--- config.mk ---
export PLATFORM = sky130hd
export DESIGN_NAME = intel_hex_record_parser
export DESIGN_NICKNAME = d
export VERILOG_FILES = /design/src/design/ihex_pkg.sv /design/src/design/ihex_front.sv /design/src/design/ihex_evq.sv /design/src/design/ihex_back.sv /design/src/design/intel_hex_record_parser.sv
export SDC_FILE = /design/constraint.sdc
export NUM_CORES = 1
export LEC_CHECK = 0
export BUFFER_PORTS_ARGS = -buffer_cell sky130_fd_sc_hd__clkbuf_2
export CAP_MARGIN = 20
export CORE_MARGIN = 2
export CORE_UTILIZATION = 55
export DETAILED_ROUTE_END_ITERATION = 8
export GPL_ROUTABILITY_DRIVEN = 0
export HOLD_SLACK_MARGIN = 0.1
export PLACE_DENSITY = 0.74
export SETUP_SLACK_MARGIN = 0.1
export SLEW_MARGIN = 20
export SYNTH_ARGS = -nofsm -noshare
export SYNTH_HDL_FRONTEND = slang
export SYNTH_SLANG_ARGS = --single-unit
export TNS_END_PERCENT = 30
--- constraint.sdc ---
create_clock -name clk -period 20.3 [get_ports clk]
set_input_delay 3.045 -clock clk [delete_from_list [all_inputs] [get_ports clk]]
set_output_delay 3.045 -clock clk [all_outputs]
set_load 0.02 [all_outputs]
--- src/design/ihex_pkg.sv ---
// Shared types, constants and the digit rule of the Intel HEX parser.
// No dependencies.
package ihex_pkg;

  localparam logic [7:0] CHAR_COLON       = 8'h3A;
  localparam logic [7:0] DIGIT_SPLIT      = 8'h40;
  localparam logic [7:0] DIGIT_BASE_NUM   = 8'h30;
  localparam logic [7:0] DIGIT_BASE_ALPHA = 8'd55;

  localparam logic KIND_DATA = 1'b0;
  localparam logic KIND_END  = 1'b1;

  typedef struct packed {
    logic       colon;
    logic [7:0] data;
  } ev_t;

  typedef struct packed {
    logic        kind;
    logic [7:0]  data_byte;
    logic [15:0] address;
    logic [7:0]  record_type;
    logic [7:0]  byte_index;
    logic [7:0]  byte_count;
    logic [7:0]  checksum_value;
    logic        checksum_ok;
  } res_t;

  function automatic logic [7:0] digit_value(input logic [7:0] c);
    if (c < DIGIT_SPLIT) begin
      return c - DIGIT_BASE_NUM;
    end
    return c - DIGIT_BASE_ALPHA;
  endfunction

endpackage

--- src/design/ihex_front.sv ---
// Front end: colon detection, digit decode and nibble pairing into byte events.
// Depends on ihex_pkg.
module ihex_front import ihex_pkg::*; (
  input  logic       clk,
  input  logic       rst_n,
  input  logic       in_accept,
  input  logic [7:0] in_char,
  output logic       ev_push,
  output ev_t        ev
);

  logic       pending_r, pending_nxt;
  logic [3:0] high_r, high_nxt;
  logic [7:0] d;
  logic       is_colon;

  assign is_colon = (in_char == CHAR_COLON);
  assign d        = digit_value(in_char);

  always_comb begin
    pending_nxt = pending_r;
    high_nxt    = high_r;
    ev_push     = 1'b0;
    ev.colon    = is_colon;
    ev.data     = {high_r, 4'h0} + d;
    if (in_accept) begin
      if (is_colon) begin
        pending_nxt = 1'b0;
        ev_push     = 1'b1;
      end else if (pending_r) begin
        pending_nxt = 1'b0;
        ev_push     = 1'b1;
      end else begin
        pending_nxt = 1'b1;
        high_nxt    = d[3:0];
      end
    end
  end

  always_ff @(posedge clk) begin
    if (!rst_n) begin
      pending_r <= 1'b0;
      high_r    <= 4'h0;
    end else begin
      pending_r <= pending_nxt;
      high_r    <= high_nxt;
    end
  end

endmodule

--- src/design/ihex_evq.sv ---
// Two-entry event queue between front and back end.
// Depends on ihex_pkg.
module ihex_evq import ihex_pkg::*; (
  input  logic clk,
  input  logic rst_n,
  input  logic push,
  input  ev_t  push_ev,
  output logic full,
  input  logic pop,
  output logic empty,
  output ev_t  head
);

  ev_t        mem_r [2];
  logic       wptr_r, rptr_r;
  logic [1:0] count_r, count_nxt;
  logic       do_push, do_pop;

  assign full    = (count_r == 2'd2);
  assign empty   = (count_r == 2'd0);
  assign do_push = push && !full;
  assign do_pop  = pop && !empty;
  assign head    = mem_r[rptr_r];

  always_comb begin
    count_nxt = count_r + {1'b0, do_push} - {1'b0, do_pop};
  end

  always_ff @(posedge clk) begin
    if (do_push) begin
      mem_r[wptr_r] <= push_ev;
    end
    if (!rst_n) begin
      wptr_r  <= 1'b0;
      rptr_r  <= 1'b0;
      count_r <= 2'd0;
    end else begin
      if (do_push) begin
        wptr_r <= !wptr_r;
      end
      if (do_pop) begin
        rptr_r <= !rptr_r;
      end
      count_r <= count_nxt;
    end
  end

endmodule

--- src/design/ihex_back.sv ---
// Back end: record field sequencing, checksum and the two-entry result queue.
// Depends on ihex_pkg.
module ihex_back import ihex_pkg::*; (
  input  logic clk,
  input  logic rst_n,
  input  logic ev_empty,
  input  ev_t  ev,
  output logic ev_pop,
  output logic res_empty,
  input  logic res_pop,
  output res_t res
);

  typedef enum logic [2:0] {
    PH_IDLE, PH_COUNT, PH_ADDRH, PH_ADDRL, PH_TYPE, PH_DATA, PH_CHECK
  } phase_t;

  phase_t      phase_r, phase_nxt;
  logic [7:0]  length_r, length_nxt;
  logic [7:0]  left_r, left_nxt;
  logic [15:0] addr_r, addr_nxt;
  logic [7:0]  type_r, type_nxt;
  logic [7:0]  sum_r, sum_nxt;
  logic [7:0]  offset_r, offset_nxt;
  logic [7:0]  sum_add;

  res_t        q_r [2];
  logic        wptr_r, rptr_r;
  logic [1:0]  count_r;
  logic        res_push, do_res_pop;
  res_t        new_res;

  assign ev_pop     = !ev_empty && (count_r != 2'd2);
  assign res_empty  = (count_r == 2'd0);
  assign do_res_pop = res_pop && !res_empty;
  assign res        = q_r[rptr_r];
  assign sum_add    = sum_r + ev.data;

  always_comb begin
    phase_nxt  = phase_r;
    length_nxt = length_r;
    left_nxt   = left_r;
    addr_nxt   = addr_r;
    type_nxt   = type_r;
    sum_nxt    = sum_r;
    offset_nxt = offset_r;
    res_push   = 1'b0;
    new_res.kind           = KIND_DATA;
    new_res.data_byte      = ev.data;
    new_res.address        = addr_r + {8'h00, offset_r};
    new_res.record_type    = type_r;
    new_res.byte_index     = offset_r;
    new_res.byte_count     = length_r;
    new_res.checksum_value = 8'h00;
    new_res.checksum_ok    = 1'b0;
    if (ev_pop) begin
      if (ev.colon) begin
        phase_nxt  = PH_COUNT;
        sum_nxt    = 8'h00;
        offset_nxt = 8'h00;
        left_nxt   = 8'h00;
      end else if (phase_r != PH_IDLE) begin
        sum_nxt = sum_add;
        unique case (phase_r)
          PH_COUNT: begin
            length_nxt = ev.data;
            left_nxt   = ev.data;
            phase_nxt  = PH_ADDRH;
          end
          PH_ADDRH: begin
            addr_nxt  = {ev.data, 8'h00};
            phase_nxt = PH_ADDRL;
          end
          PH_ADDRL: begin
            addr_nxt  = {addr_r[15:8], ev.data};
            phase_nxt = PH_TYPE;
          end
          PH_TYPE: begin
            type_nxt   = ev.data;
            offset_nxt = 8'h00;
            phase_nxt  = (left_r != 8'h00) ? PH_DATA : PH_CHECK;
          end
          PH_DATA: begin
            res_push   = 1'b1;
            offset_nxt = offset_r + 8'd1;
            left_nxt   = left_r - 8'd1;
            if (left_r == 8'd1) begin
              phase_nxt = PH_CHECK;
            end
          end
          PH_CHECK: begin
            res_push               = 1'b1;
            new_res.kind           = KIND_END;
            new_res.data_byte      = 8'h00;
            new_res.address        = addr_r;
            new_res.byte_index     = 8'h00;
            new_res.checksum_value = ev.data;
            new_res.checksum_ok    = (sum_add == 8'h00);
            phase_nxt              = PH_IDLE;
          end
          default: begin
            phase_nxt = PH_IDLE;
          end
        endcase
      end
    end
  end

  always_ff @(posedge clk) begin
    if (res_push) begin
      q_r[wptr_r] <= new_res;
    end
    if (!rst_n) begin
      phase_r  <= PH_IDLE;
      length_r <= 8'h00;
      left_r   <= 8'h00;
      addr_r   <= 16'h0000;
      type_r   <= 8'h00;
      sum_r    <= 8'h00;
      offset_r <= 8'h00;
      wptr_r   <= 1'b0;
      rptr_r   <= 1'b0;
      count_r  <= 2'd0;
    end else begin
      phase_r  <= phase_nxt;
      length_r <= length_nxt;
      left_r   <= left_nxt;
      addr_r   <= addr_nxt;
      type_r   <= type_nxt;
      sum_r    <= sum_nxt;
      offset_r <= offset_nxt;
      if (res_push) begin
        wptr_r <= !wptr_r;
      end
      if (do_res_pop) begin
        rptr_r <= !rptr_r;
      end
      count_r <= count_r + {1'b0, res_push} - {1'b0, do_res_pop};
    end
  end

endmodule

--- src/design/intel_hex_record_parser.sv ---
// Intel HEX record parser, top level.
// Takes one character per cycle while in_full is low; the character that completes a
// result passes front decode, event queue, back end and result queue, both queues registered.
// Sustained rate is one character per cycle while results are popped.
// Synchronous active-low reset empties both queues and returns to waiting for ':'.
module intel_hex_record_parser import ihex_pkg::*; (
  input  logic        clk,
  input  logic        rst_n,
  input  logic        in_push,
  output logic        in_full,
  input  logic [7:0]  in_char_in,
  output logic        out_empty,
  input  logic        out_pop,
  output logic        out_kind,
  output logic [7:0]  out_data_byte,
  output logic [15:0] out_address,
  output logic [7:0]  out_record_type,
  output logic [7:0]  out_byte_index,
  output logic [7:0]  out_byte_count,
  output logic [7:0]  out_checksum_value,
  output logic        out_checksum_ok
);

  logic ev_push, ev_empty, ev_pop, evq_full;
  ev_t  ev_in, ev_head;
  res_t res;

  assign in_full = evq_full;

  ihex_front u_front (
    .clk       (clk),
    .rst_n     (rst_n),
    .in_accept (in_push && !evq_full),
    .in_char   (in_char_in),
    .ev_push   (ev_push),
    .ev        (ev_in)
  );

  ihex_evq u_evq (
    .clk     (clk),
    .rst_n   (rst_n),
    .push    (ev_push),
    .push_ev (ev_in),
    .full    (evq_full),
    .pop     (ev_pop),
    .empty   (ev_empty),
    .head    (ev_head)
  );

  ihex_back u_back (
    .clk       (clk),
    .rst_n     (rst_n),
    .ev_empty  (ev_empty),
    .ev        (ev_head),
    .ev_pop    (ev_pop),
    .res_empty (out_empty),
    .res_pop   (out_pop),
    .res       (res)
  );

  assign out_kind           = res.kind;
  assign out_data_byte      = res.data_byte;
  assign out_address        = res.address;
  assign out_record_type    = res.record_type;
  assign out_byte_index     = res.byte_index;
  assign out_byte_count     = res.byte_count;
  assign out_checksum_value = res.checksum_value;
  assign out_checksum_ok    = res.checksum_ok;

endmodule

==> flow_metrics.env <==
export IMPL_area_growth_pct=13.20
export IMPL_vias=6457
export IMPL_max_stage_delay_ns=0.60
export IMPL_whs_ns=0.4668
export IMPL_combPwrFrac=0.192
export IMPL_synth_top_area_frac=0.4242
export IMPL_crit_path_end_kind="output port"
export IMPL_ys_types=59
export IMPL_post_cts_buffers=0
export IMPL_clock_power_share=0.351
export IMPL_clock_skew_ns=0.007741
export IMPL_worst_setup_path_type="register to output port"
export IMPL_crit_path_start_kind="register"
export IMPL_rows=48
export IMPL_ys_ff_latch=208
export IMPL_cts_hold_buf=0
export IMPL_start_util=0.5561
export IMPL_p_sw_frac=0.2798
export IMPL_finalSetupViolCount=0
export IMPL_grt_max_degree=59
export IMPL_path_cells="buf_4, mux2_2, clkbuf_2"
export IMPL_leakage_nw=4.168
export IMPL_tns_ns=0
export IMPL_wirelength_um=19920
export IMPL_htreeDepth=1
export IMPL_die_area_um2=18310
export IMPL_synth_edf_count=134
export IMPL_slew_viol_final=0
export IMPL_io_pins=72
export IMPL_power_density_nw_per_um2=98.49
export IMPL_async_flop_share=0
export IMPL_die_w_um=135.3
export IMPL_crit_required_ns=17.26
export IMPL_avgViaCountPerCell=5.854
export IMPL_slew_headroom=0.2728
export IMPL_firstDrtPassIters=5
export IMPL_path_clk_slew_ns=0.06
export IMPL_slowest_stage="buf_4"
export IMPL_syn_avg_cell_area_um2=11.99
export IMPL_yosysSeqAreaShare=0.5804
export IMPL_finalHoldViolCount=0
export IMPL_post_route_period_util=0.2515
export IMPL_io_buffers=71
export IMPL_path_max_fanout=58
export IMPL_numCtsBuffers=21
export IMPL_rsz0062_at_grt="no"
export IMPL_status="finished, final reports clean"
export IMPL_drc=0
export IMPL_pwr_share_seq=0.457
export IMPL_finalPower_mw=1.058
export IMPL_die_h_um=135.3
export IMPL_first_global_vias=6345
export IMPL_core_um2=17060
export IMPL_grt_pass1_wl_um=31890
export IMPL_cp_top_family="buffers and inverters"
export IMPL_yosys_warnings=0
export IMPL_maxCapViolations=0
export IMPL_worst_skew_pair_late_latency_ns=0.49
export IMPL_switching_power_mw=0.2959
export IMPL_nNetsFinal=907
export IMPL_syn_nets=835
export IMPL_antenna_found_initial=0
export IMPL_synth_flop_cell="edfxtp_1"
export IMPL_cts_resized=0
export IMPL_grt_ovfl_total=0
export IMPL_drive_above_1_share=0.2096
export IMPL_clk_path_buf_depth=3
export IMPL_track_usage=0.2195
export IMPL_synth_top_cells_by_area="edfxtp_1 42%, dfxtp_1 16%, mux2_2 7.0%, ha_1 3.8%, nor2_1 2.7%"
export IMPL_tightest_slew_ns=1.082
export IMPL_period_needed_ns=5.106
export IMPL_synth_top_cell_by_area="edfxtp_1"
export IMPL_first_iter_violations=566
export IMPL_routedWlPerCell_um=18.06
export IMPL_fmax_mhz=195.8
export IMPL_clock_sinks=208
export IMPL_ir_drop_mv=0.05737
export IMPL_cts_root_buffer="clkbuf_16"
export IMPL_antenna_left=0
export IMPL_fill_cells=1326
export IMPL_antenna_cells=0
export IMPL_cts_tree="yes"
export IMPL_netlist_instances=791
export IMPL_synth_area_um2=9485
export IMPL_p_int_mw=0.7617
export IMPL_arrival_ns=2.06
export IMPL_hold_class="register to register"
export IMPL_dp_hpwl_um=13190
export IMPL_critical_path_buf_inv_count=2
==> layout make-up <==
| type | count | area (um2) | share of cell area |
|---|---|---|---|
| clock buffers | 31 | 603.1 | 0.05616 |
| clock inverters | 7 | 66.31 | 0.006176 |
| inverters | 26 | 97.59 | 0.009089 |
| multi-input cells | 527 | 3767 | 0.3509 |
| flip-flops and latches | 208 | 5507 | 0.5128 |
| well taps | 225 | 281.5 | 0.02622 |
| repair buffers | 79 | 415.4 | 0.03869 |
==> power by group through the flow <==
stage | clock [mW] | combinational (mW) | sequential [mW]
floorplan | 0 | 0.150 | 0.483
global placement | 0 | 0.192 | 0.491
detailed placement | 0 | 0.199 | 0.492
CTS | 0.378 | 0.201 | 0.483
global route | 0.394 | 0.221 | 0.486
finish | 0.371 | 0.203 | 0.484
==> synthesized netlist by cell type (3+ instances only) <==
library cell and n:
edfxtp_1 134, dfxtp_1 74, nor2_1 68, nand2_1 65, mux2_2 59, ha_1 29, inv_1 26, a21oi_1 25
nand3_1 23, nor2b_1 22, o21ai_0 22, clkbuf_1 20, xnor2_1 19, o211a_1 18, xor2_1 17, a21boi_0 15
mux2i_1 14, nor3_1 14, and2_1 13, a211oi_1 11, a22oi_1 8, a31oi_1 6, nor3b_1 6, a221oi_1 5
and3_1 5, buf_1 5, nor4_1 5, a21o_1 4, buf_2 4, nand3b_1 4, or4_1 4, fa_1 3
nand2b_1 3, nand4b_1 3, o211ai_1 3, o21bai_1 3, o22ai_1 3, or2_2 3
==> sequential cells by signal, summed over array words and instances, names as in the netlist, 2 cells and up, named ones only <==
name and flops:
u_evq.mem_r 18, u_front.high_r 4, u_back.left_r 8, u_back.addr_r 16
u_evq.count_r 2, u_back.phase_r 3, u_back.count_r 2, u_back.length_r 8
u_back.sum_r 8, u_back.offset_r 8, u_back.type_r 8, u_back.q_r 116
==> through the flow <==
stage	std cells	util	setup WS, ns	instance area [um2]
global placement	1065	0.5902	15.26	10070
floorplan	791	-	12.80	9485
global route	1103	0.6295	15.12	10740
CTS	1103	0.6294	15.17	10740
finish	1103	0.6295	15.19	10740
detailed placement	1065	0.5902	15.20	10070
==> metal layers <==
metal / global-route usage / wire length (um) / vias up
met1: 0.2837 / 8281 / 3052
li1: - / - / 3052
met4: 0.09144 / 782 / 0
met5: 0 / 0 / -
met2: 0.3706 / 9459 / 281
met3: 0.03479 / 1395 / 72
==> logic make-up after synthesis <==
group / after synthesis / share of synthesized area
muxes: 74 / 0.08640
AOI/OAI and AO/OA: 136 / 0.1018
and+or+nand+nor: 249 / 0.1301
xor gates and xnor gates: 36 / 0.03324
buffers and inverters: 56 / 0.02348
adders and majority gates: 32 / 0.04459
DFF: 208 / 0.5804
==> path summary, 6_finish.rpt <==
check | startpoint | end | slack, ns | cells past startpoint
worst min-delay path | u_back.length_r[2] | u_back.q_r[0][11] | 0.47 | 0
worst max register to register | register | u_back.q_r[0][0] | 16.35 | 9
worst max-delay path | register | out_data_byte[7] | 15.19 | 3
worst min register to register | u_back.length_r[2] | u_back.q_r[0][11] | 0.47 | 0
==> layout by cell type, fill, tap and decap left out, drive strengths merged, types with 5 or more instances in the layout <==
| cell type | netlist | final |
|---|---|---|
| nor3 | 16 | 16 |
| ha | 29 | 29 |
| and2 | 13 | 13 |
| a221oi | 5 | 5 |
| mux2i | 14 | 14 |
| mux2 | 60 | 60 |
| o21ai | 22 | 22 |
| or4 | 5 | 5 |
| a21oi | 25 | 25 |
| nor2b | 22 | 22 |
| buf | 10 | 8 |
| xor2 | 17 | 17 |
| dfxtp | 74 | 74 |
| o211a | 18 | 18 |
| a21boi | 15 | 15 |
| clkbuf | 20 | 102 |
| nor2 | 68 | 68 |
| and3 | 5 | 5 |
| a22oi | 8 | 8 |
| edfxtp | 134 | 134 |
| inv | 26 | 28 |
| nand2 | 65 | 65 |
| a31oi | 6 | 6 |
| nor4 | 5 | 5 |
| nor3b | 6 | 6 |
| a211oi | 11 | 11 |
| xnor2 | 19 | 19 |
| nand3 | 24 | 24 |
No activity file was read; power rests on OpenSTA's default activity.
